File: src/rtl/saw_pkg.sv
// Shared types and constants for the stop-and-wait ARQ controller.
// No dependencies; the controller and the testbench import this package.
package saw_pkg;

   // Event codes on the request channel; the fourth code is unused.
   typedef enum logic [1:0] {
      OP_SEND  = 2'd0,
      OP_FRAME = 2'd1,
      OP_TIMER = 2'd2
   } op_type;

   // What goes out on the link.
   typedef enum logic [1:0] {
      TX_NONE = 2'd0,
      TX_DATA = 2'd1,
      TX_RTX  = 2'd2,
      TX_ACK  = 2'd3
   } tx_kind_type;

   // Timer commands.
   typedef enum logic [1:0] {
      TM_KEEP    = 2'd0,
      TM_ACK     = 2'd1,
      TM_BACKOFF = 2'd2,
      TM_STOP    = 2'd3
   } timer_cmd_type;

   // Protocol phase codes as seen on the response channel.
   localparam logic [1:0] PHASE_IDLE     = 2'd0;
   localparam logic [1:0] PHASE_WAIT     = 2'd1;
   localparam logic [1:0] PHASE_BACK_ACK = 2'd2;
   localparam logic [1:0] PHASE_BACK_RTX = 2'd3;

   // Control byte layout and encodings.
   localparam int unsigned CTRL_ACK_BIT = 7;
   localparam int unsigned CTRL_SEQ_BIT = 3;
   localparam logic [7:0]  CTRL_DATA0   = 8'h00;
   localparam logic [7:0]  CTRL_DATA1   = 8'h08;
   localparam logic [7:0]  CTRL_ACK0    = 8'h80;
   localparam logic [7:0]  CTRL_ACK1    = 8'h88;

   localparam logic [3:0]  MAX_RETRIES_RESET = 4'd3;

   // Control byte for a data frame with the given sequence bit.
   function automatic logic [7:0] data_ctrl(input logic seq);
      return seq ? CTRL_DATA1 : CTRL_DATA0;
   endfunction

   // Control byte for an ack frame with the given sequence bit.
   function automatic logic [7:0] ack_ctrl(input logic seq);
      return seq ? CTRL_ACK1 : CTRL_ACK0;
   endfunction

endpackage

File: src/rtl/saw_req_if.sv
// Request channel of the stop-and-wait ARQ controller: one event per request.
// Depends on nothing; widths match the fields in saw_pkg usage.
interface saw_req_if;
   logic       valid;
   logic       ready;
   logic [1:0] operation;
   logic [7:0] frame_ctrl;

   modport source (output valid, operation, frame_ctrl, input ready);
   modport sink   (input valid, operation, frame_ctrl, output ready);
endinterface

File: src/rtl/saw_rsp_if.sv
// Response channel of the stop-and-wait ARQ controller: one result per request.
// Depends on nothing.
interface saw_rsp_if;
   logic       valid;
   logic       ready;
   logic [1:0] tx_kind;
   logic [7:0] tx_ctrl;
   logic       deliver_up;
   logic       give_up;
   logic [1:0] timer_cmd;
   logic       request_refused;
   logic [1:0] phase_now;

   modport source (output valid, tx_kind, tx_ctrl, deliver_up, give_up, timer_cmd,
                   request_refused, phase_now, input ready);
   modport sink   (input valid, tx_kind, tx_ctrl, deliver_up, give_up, timer_cmd,
                   request_refused, phase_now, output ready);
endinterface

File: src/rtl/stop_and_wait_arq_fsm.sv
// Stop-and-wait ARQ control FSM (one-bit sequence numbers); uses saw_pkg and the channel ifs.
// Response valid is registered: it rises in the cycle after a request is accepted.
// Throughput: one request per cycle; a request is taken whenever the response
// register is empty or is being drained in the same cycle.
// Reset (synchronous, active high): idle phase, both sequence bits and retry
// count zero, max_retries 3, response register empty.
module stop_and_wait_arq_fsm (
   input  logic            clock,
   input  logic            reset,
   saw_req_if.sink         req_chan,
   saw_rsp_if.source       rsp_chan,
   input  logic            csr_wr_en,
   input  logic [3:0]      csr_wr_data
);
   import saw_pkg::*;

   typedef enum logic [1:0] {
      ST_IDLE     = PHASE_IDLE,
      ST_WAIT     = PHASE_WAIT,
      ST_BACK_ACK = PHASE_BACK_ACK,
      ST_BACK_RTX = PHASE_BACK_RTX
   } phase_type;

   // Protocol state
   phase_type     phase_ff, phase_in;
   logic          send_seq_ff, send_seq_in;
   logic          recv_seq_ff, recv_seq_in;
   logic [3:0]    retries_ff, retries_in;
   logic [3:0]    max_retries_ff;

   // Response register
   logic          rsp_valid_ff;
   tx_kind_type   tx_kind_ff, tx_kind_in;
   logic [7:0]    tx_ctrl_ff, tx_ctrl_in;
   logic          deliver_ff, deliver_in;
   logic          give_up_ff, give_up_in;
   timer_cmd_type timer_ff, timer_in;
   logic          refused_ff, refused_in;

   logic          accept;
   logic          is_ack;
   logic          seq;
   op_type        op;

   // Take a request whenever the response slot frees up this cycle
   assign req_chan.ready = !rsp_valid_ff || rsp_chan.ready;
   assign accept         = req_chan.valid && req_chan.ready;

   assign op     = op_type'(req_chan.operation);
   assign is_ack = req_chan.frame_ctrl[CTRL_ACK_BIT];
   assign seq    = req_chan.frame_ctrl[CTRL_SEQ_BIT];

   // Next state and result for the presented event
   always_comb begin
      phase_in    = phase_ff;
      send_seq_in = send_seq_ff;
      recv_seq_in = recv_seq_ff;
      retries_in  = retries_ff;
      tx_kind_in  = TX_NONE;
      tx_ctrl_in  = 8'h00;
      deliver_in  = 1'b0;
      give_up_in  = 1'b0;
      timer_in    = TM_KEEP;
      refused_in  = 1'b0;

      priority if (op == OP_SEND) begin
         if (phase_ff == ST_IDLE) begin
            tx_kind_in = TX_DATA;
            tx_ctrl_in = data_ctrl(send_seq_ff);
            timer_in   = TM_ACK;
            retries_in = 4'd0;
            phase_in   = ST_WAIT;
         end else begin
            refused_in = 1'b1;
         end
      end else if (op == OP_FRAME && !is_ack) begin
         // Incoming data frame
         if (seq == recv_seq_ff) begin
            deliver_in  = 1'b1;
            tx_kind_in  = TX_ACK;
            tx_ctrl_in  = ack_ctrl(recv_seq_ff);
            recv_seq_in = !recv_seq_ff;
            if (phase_ff == ST_IDLE)
               timer_in = TM_STOP;
            else if (phase_ff != ST_WAIT)
               timer_in = TM_BACKOFF;
         end else if (phase_ff == ST_IDLE || phase_ff == ST_WAIT) begin
            // Duplicate: re-ack, do not deliver
            tx_kind_in = TX_ACK;
            tx_ctrl_in = ack_ctrl(seq);
            if (phase_ff == ST_IDLE)
               timer_in = TM_STOP;
         end
      end else if (phase_ff == ST_WAIT && op == OP_FRAME && seq == send_seq_ff) begin
         // Matching ack
         send_seq_in = !send_seq_ff;
         retries_in  = 4'd0;
         timer_in    = TM_BACKOFF;
         phase_in    = ST_BACK_ACK;
      end else if (phase_ff == ST_WAIT && (op == OP_FRAME || op == OP_TIMER)) begin
         // Wrong ack or ack timeout
         if (retries_ff >= max_retries_ff) begin
            give_up_in = 1'b1;
            retries_in = 4'd0;
            timer_in   = TM_STOP;
            phase_in   = ST_IDLE;
         end else begin
            retries_in = retries_ff + 4'd1;
            timer_in   = TM_BACKOFF;
            phase_in   = ST_BACK_RTX;
         end
      end else if (op == OP_TIMER && phase_ff == ST_BACK_ACK) begin
         timer_in = TM_STOP;
         phase_in = ST_IDLE;
      end else if (op == OP_TIMER && phase_ff == ST_BACK_RTX) begin
         tx_kind_in = TX_RTX;
         tx_ctrl_in = data_ctrl(send_seq_ff);
         timer_in   = TM_ACK;
         phase_in   = ST_WAIT;
      end else begin
         // Ignored event: all-zero result
      end
   end

   // State, config register and response register
   always_ff @(posedge clock) begin
      if (reset) begin
         phase_ff       <= ST_IDLE;
         send_seq_ff    <= 1'b0;
         recv_seq_ff    <= 1'b0;
         retries_ff     <= 4'd0;
         max_retries_ff <= MAX_RETRIES_RESET;
         rsp_valid_ff   <= 1'b0;
      end else begin
         if (csr_wr_en)
            max_retries_ff <= csr_wr_data;
         if (accept) begin
            phase_ff     <= phase_in;
            send_seq_ff  <= send_seq_in;
            recv_seq_ff  <= recv_seq_in;
            retries_ff   <= retries_in;
            rsp_valid_ff <= 1'b1;
         end else if (rsp_chan.ready) begin
            rsp_valid_ff <= 1'b0;
         end
      end
   end

   // Response payload, loaded on accept only
   always_ff @(posedge clock) begin
      if (accept) begin
         tx_kind_ff <= tx_kind_in;
         tx_ctrl_ff <= tx_ctrl_in;
         deliver_ff <= deliver_in;
         give_up_ff <= give_up_in;
         timer_ff   <= timer_in;
         refused_ff <= refused_in;
      end
   end

   assign rsp_chan.valid           = rsp_valid_ff;
   assign rsp_chan.tx_kind         = tx_kind_ff;
   assign rsp_chan.tx_ctrl         = tx_ctrl_ff;
   assign rsp_chan.deliver_up      = deliver_ff;
   assign rsp_chan.give_up         = give_up_ff;
   assign rsp_chan.timer_cmd       = timer_ff;
   assign rsp_chan.request_refused = refused_ff;
   assign rsp_chan.phase_now       = phase_ff;

   // A waiting response blocks intake unless it drains this cycle
   assert property (@(posedge clock) disable iff (reset)
      rsp_valid_ff && !rsp_chan.ready |-> !req_chan.ready)
      else $error("request accepted over an undrained response");

   // Giving up always lands in idle with the timer stopped
   assert property (@(posedge clock) disable iff (reset)
      rsp_valid_ff && give_up_ff |-> phase_ff == ST_IDLE && timer_ff == TM_STOP)
      else $error("give_up without return to idle");

   // A delivery is always acknowledged
   assert property (@(posedge clock) disable iff (reset)
      rsp_valid_ff && deliver_ff |-> tx_kind_ff == TX_ACK)
      else $error("delivery without ack");

   // A retransmit is followed by waiting for the ack
   assert property (@(posedge clock) disable iff (reset)
      rsp_valid_ff && tx_kind_ff == TX_RTX |-> phase_ff == ST_WAIT && timer_ff == TM_ACK)
      else $error("retransmit without ack timeout");

   // Phase only moves on an accepted request
   assert property (@(posedge clock) disable iff (reset)
      !$past(accept) && !$past(reset) |-> $stable(phase_ff))
      else $error("phase changed without a request");

endmodule

File: src/flat_wrapper.sv
// flat-port wrapper written by rule: the top's interface ports become plain ports
module stop_and_wait_arq_fsm_flat import saw_pkg::*;
  (clock, reset, csr_wr_en, csr_wr_data, req_chan_valid, req_chan_operation, req_chan_frame_ctrl, req_chan_ready, rsp_chan_valid, rsp_chan_tx_kind, rsp_chan_tx_ctrl, rsp_chan_deliver_up, rsp_chan_give_up, rsp_chan_timer_cmd, rsp_chan_request_refused, rsp_chan_phase_now, rsp_chan_ready);
  saw_req_if req_chan_i ();
  saw_rsp_if rsp_chan_i ();
  input  logic clock;
  input  logic reset;
  input  logic csr_wr_en;
  input  logic [3:0] csr_wr_data;
  input wire logic [$bits(req_chan_i.valid)-1:0] req_chan_valid;
  input wire logic [$bits(req_chan_i.operation)-1:0] req_chan_operation;
  input wire logic [$bits(req_chan_i.frame_ctrl)-1:0] req_chan_frame_ctrl;
  output wire logic [$bits(req_chan_i.ready)-1:0] req_chan_ready;
  output wire logic [$bits(rsp_chan_i.valid)-1:0] rsp_chan_valid;
  output wire logic [$bits(rsp_chan_i.tx_kind)-1:0] rsp_chan_tx_kind;
  output wire logic [$bits(rsp_chan_i.tx_ctrl)-1:0] rsp_chan_tx_ctrl;
  output wire logic [$bits(rsp_chan_i.deliver_up)-1:0] rsp_chan_deliver_up;
  output wire logic [$bits(rsp_chan_i.give_up)-1:0] rsp_chan_give_up;
  output wire logic [$bits(rsp_chan_i.timer_cmd)-1:0] rsp_chan_timer_cmd;
  output wire logic [$bits(rsp_chan_i.request_refused)-1:0] rsp_chan_request_refused;
  output wire logic [$bits(rsp_chan_i.phase_now)-1:0] rsp_chan_phase_now;
  input wire logic [$bits(rsp_chan_i.ready)-1:0] rsp_chan_ready;
  assign req_chan_i.valid = req_chan_valid;
  assign req_chan_i.operation = req_chan_operation;
  assign req_chan_i.frame_ctrl = req_chan_frame_ctrl;
  assign req_chan_ready = req_chan_i.ready;
  assign rsp_chan_valid = rsp_chan_i.valid;
  assign rsp_chan_tx_kind = rsp_chan_i.tx_kind;
  assign rsp_chan_tx_ctrl = rsp_chan_i.tx_ctrl;
  assign rsp_chan_deliver_up = rsp_chan_i.deliver_up;
  assign rsp_chan_give_up = rsp_chan_i.give_up;
  assign rsp_chan_timer_cmd = rsp_chan_i.timer_cmd;
  assign rsp_chan_request_refused = rsp_chan_i.request_refused;
  assign rsp_chan_phase_now = rsp_chan_i.phase_now;
  assign rsp_chan_i.ready = rsp_chan_ready;
  stop_and_wait_arq_fsm u_core (.clock(clock), .reset(reset), .req_chan(req_chan_i), .rsp_chan(rsp_chan_i), .csr_wr_en(csr_wr_en), .csr_wr_data(csr_wr_data));
endmodule
File: config.mk
export PLATFORM = sky130hd
export DESIGN_NAME = stop_and_wait_arq_fsm_flat
export DESIGN_NICKNAME = d
export VERILOG_FILES = /design/src/rtl/saw_pkg.sv /design/src/rtl/saw_req_if.sv /design/src/rtl/saw_rsp_if.sv /design/src/rtl/stop_and_wait_arq_fsm.sv /design/src/flat_wrapper.sv
export SDC_FILE = /design/constraint.sdc
export NUM_CORES = 1
export LEC_CHECK = 0
export ABC_AREA = 1
export BUFFER_PORTS_ARGS = -buffer_cell sky130_fd_sc_hd__buf_2
export CAP_MARGIN = 20
export CORE_MARGIN = 5
export CORE_UTILIZATION = 30
export DETAILED_ROUTE_END_ITERATION = 8
export HOLD_SLACK_MARGIN = 0.06
export PLACE_DENSITY = 0.53
export RECOVER_POWER = 50
export SYNTH_ARGS = -nofsm -noshare
export SYNTH_HDL_FRONTEND = slang
export SYNTH_SLANG_ARGS = --single-unit
File: constraint.sdc
create_clock -name clock -period 3.1 [get_ports clock]
set_clock_uncertainty 0.2 [all_clocks]
set_input_delay 0.155 -clock clock [delete_from_list [all_inputs] [get_ports clock]]
set_output_delay 0.155 -clock clock [all_outputs]
set_load 0.01 [all_outputs]
==> flow_summary.ini <==
[outcome]
status = completed

[power]
seqPwrFrac_pct = 45.5
irDropWorstVdd_uv = 177
clkPwrFrac_pct = 37.5
p_switching_uw = 177
comb_power_share_pct = 17.0
power_density_nw_per_um2 = 426
p_sw_share_pct = 24.7
total_power_uw = 717
p_int_uw = 539
leakagePower_nw = 0.852

[drt]
via_per_inst = 4.34
detail_route.wirelength_mm = 2.74
via_count = 1146
drc = 0
first_pass_iters = 4
postRouteAntennaNets = 0
drt-initial-drc-count = 71
wire_per_inst_um = 10.4

[finish]
num-nets-final = 240
final_cells = 264
drive_gt1_share_pct = 15.1
area_growth_pct = 25.8
fill_cells = 487
diodes = 0
multi_input_area_um2 = 644
regArea_um2 = 531

[logic_synthesis]
syn-cell-area_um2 = 1340
synth_edf_count = 9
yosysWarnings = 0
yosysMostFrequentCell = nand2_1
ys_ff_latch = 22
async_flop_share_pct = 0
yosysSeqAreaShare_pct = 39.7
synth-main-ff-cell = dfxtp_1
syn-instance-count = 170
synth_top_area_share_pct = 20.2
ys_types = 26
synth.avg_cell_area_um2 = 7.86
synthTopCellsByCount = nand2_1, inv_1, dfxtp_1, nand3_1, nor2_1
yosys.area.top_type = edfxtp_1
synth_area_leaders = edfxtp_1, dfxtp_1, nand2_1, inv_1, ha_1

[place]
dpl.hpwl_mm = 2.08
gp_congestion = 0.753
portBuffers = 25
place_inst = 246

[clocking]
insertion_delay_ns = 0.26
cts_tree = built
cts_setup_buffers = 0
clockBufferDepth = 2
clk_pin_slew_ns = 0.08
htreeDepth = 1
cts-root-buf = clkbuf_8
clock-sinks = 22
cts_made_buffers = 3

[timing]
fmax_ghz = 0.420
finalSetupTns_ns = 0
maxSlewViolCount = 0
min_period_ns = 2.38
max_slew.worst_pin.slew_ns = 1.15
slew_headroom_pct = 23.1
period_share_pct = 76.9
hold_viol = 0
setup_viol = 0
grt_setup_unrepaired = no

[die]
initial_core_util_pct = 30.9
core_area_um2 = 4320
num_rows = 24
dieWidth_um = 76.7
dieArea_um2 = 5890
ioPinCount = 38
die_h_um = 76.7

[global_route]
grt_usage_pct = 10.1
antenna_found_initial = 0
grt_max_degree = 14
overflow = 0
grt_first_pass_wirelength_mm = 4.97
grt_pass1_vias = 1165

[setup_path]
worstSetupStartpointType = input pin
path_max_fanout = 13
critPathArrivalTime_ns = 2.34
end_kind = flop
crit_required_ns = 3.06
critPathKind = in2reg

[job]
maxCapViolCount = 0

[hold_path]
min_path_type = in2reg
critical path, stage by stage:
cell and delay, ns:
dlygate4sd3_1 0.53, buf_2 0.10, inv_1 0.04, a21oi_1 0.87
nand2_2 0.13, nor2_4 0.21, nand2_4 0.09, inv_2 0.07
nand2_1 0.04, nand2_1 0.06, nor2_2 0.03
flip-flops by register name, summed over array words and instances (netlist names):
signal	cells
u_core.max_retries_ff	4
u_core.recv_seq_ff	1
u_core.retries_ff	4
u_core.rsp_chan.deliver_up	1
u_core.rsp_chan.give_up	1
u_core.rsp_chan.phase_now	2
u_core.rsp_chan.request_refused	1
u_core.rsp_chan.timer_cmd	2
u_core.rsp_chan.tx_ctrl	2
u_core.rsp_chan.tx_kind	2
u_core.rsp_chan.valid	1
u_core.send_seq_ff	1
cell families (layout without fill, tap and decap cells):
| group | after synthesis | after routing | share of synthesized area (%) |
|---|---|---|---|
| AO/OA/AOI/OAI | 22 | 22 | 10.3 |
| XOR/XNOR | 2 | 2 | 1.31 |
| adder cells (fa/ha/maj) | 8 | 8 | 7.49 |
| buffers and inverters | 39 | 76 | 12.6 |
| flip-flops | 22 | 22 | 39.7 |
| other | 1 | 6 | 0.281 |
| AND/OR/NAND/NOR | 76 | 76 | 28.3 |
layer usage:
metal	part of all wire, %	track usage (%)
met1	44	12.2
met5	0	0
met4	1.5	3.50
met2	49	17.1
met3	5.5	2.46
final timing paths:
path	from	end	slack (ns)	depth (start not counted)
setup / recovery	req_chan_valid	u_core.retries_ff[0]$_SDFFE_PP0P_	0.72	11
hold / removal	req_chan_frame_ctrl[7]	u_core.rsp_chan.give_up$_SDFFCE_PP0P_	0.21	5
setup reg to reg	u_core.rsp_chan.valid$_SDFFE_PP0P_	u_core.retries_ff[0]$_SDFFE_PP0P_	0.93	8
hold reg to reg	u_core.send_seq_ff$_SDFFE_PP0P_	u_core.send_seq_ff$_SDFFE_PP0P_	0.31	2
cell type report:
| type | instances | area share (%) |
|---|---|---|
| Inverter | 33 | 7.37 |
| Clock buffer | 3 | 2.46 |
| Sequential cell | 22 | 31.5 |
| Tap cell | 52 | 3.87 |
| Multi-Input combinational cell | 114 | 38.3 |
| Timing Repair Buffer | 39 | 14.7 |
| Clock inverter | 1 | 1.79 |
power groups by stage:
stage          combinational (mW)  clock (mW)  sequential [mW]
2_1_floorplan              0.0783           0            0.337
3_3_place_gp                0.111           0            0.333
3_5_place_dp                0.112           0            0.333
4_1_cts                     0.127       0.280            0.326
5_1_grt                     0.140       0.292            0.329
6_report                    0.122       0.269            0.326
placed cells by master, fill, tap and decap left out, types with 5 or more instances in the layout:
cell            n
conb_1          6
ha_1            8
nand2_2         5
clkbuf_1       15
inv_1          30
o21ai_0         6
dfxtp_1        13
nand3_1        11
edfxtp_1        9
buf_2          10
dlygate4sd3_1  14
nand2_1        38
a21oi_1        11
nor2_1         11
stage by stage:
stage                     hold slack (ns)  util (%)  area (um2)  setup WS [ns]
after global routing                0.264      38.9        1680          0.487
after floorplan                    0.0174         -        1360           1.59
final                               0.207      38.9        1680          0.717
after global placement              0.166      34.7        1500           1.31
after CTS                           0.195      39.6        1710          0.932
after detailed placement            0.167      34.7        1500           1.30
what timing repair did:
action | in CTS | in global routing
hold buffers | 14 | 0
endpoints found under the setup margin | 0 | 0
resized for setup | 0 | 0
hold endpoints to repair | 8 | 0
Note: power is estimated with default switching activity, not from simulation.
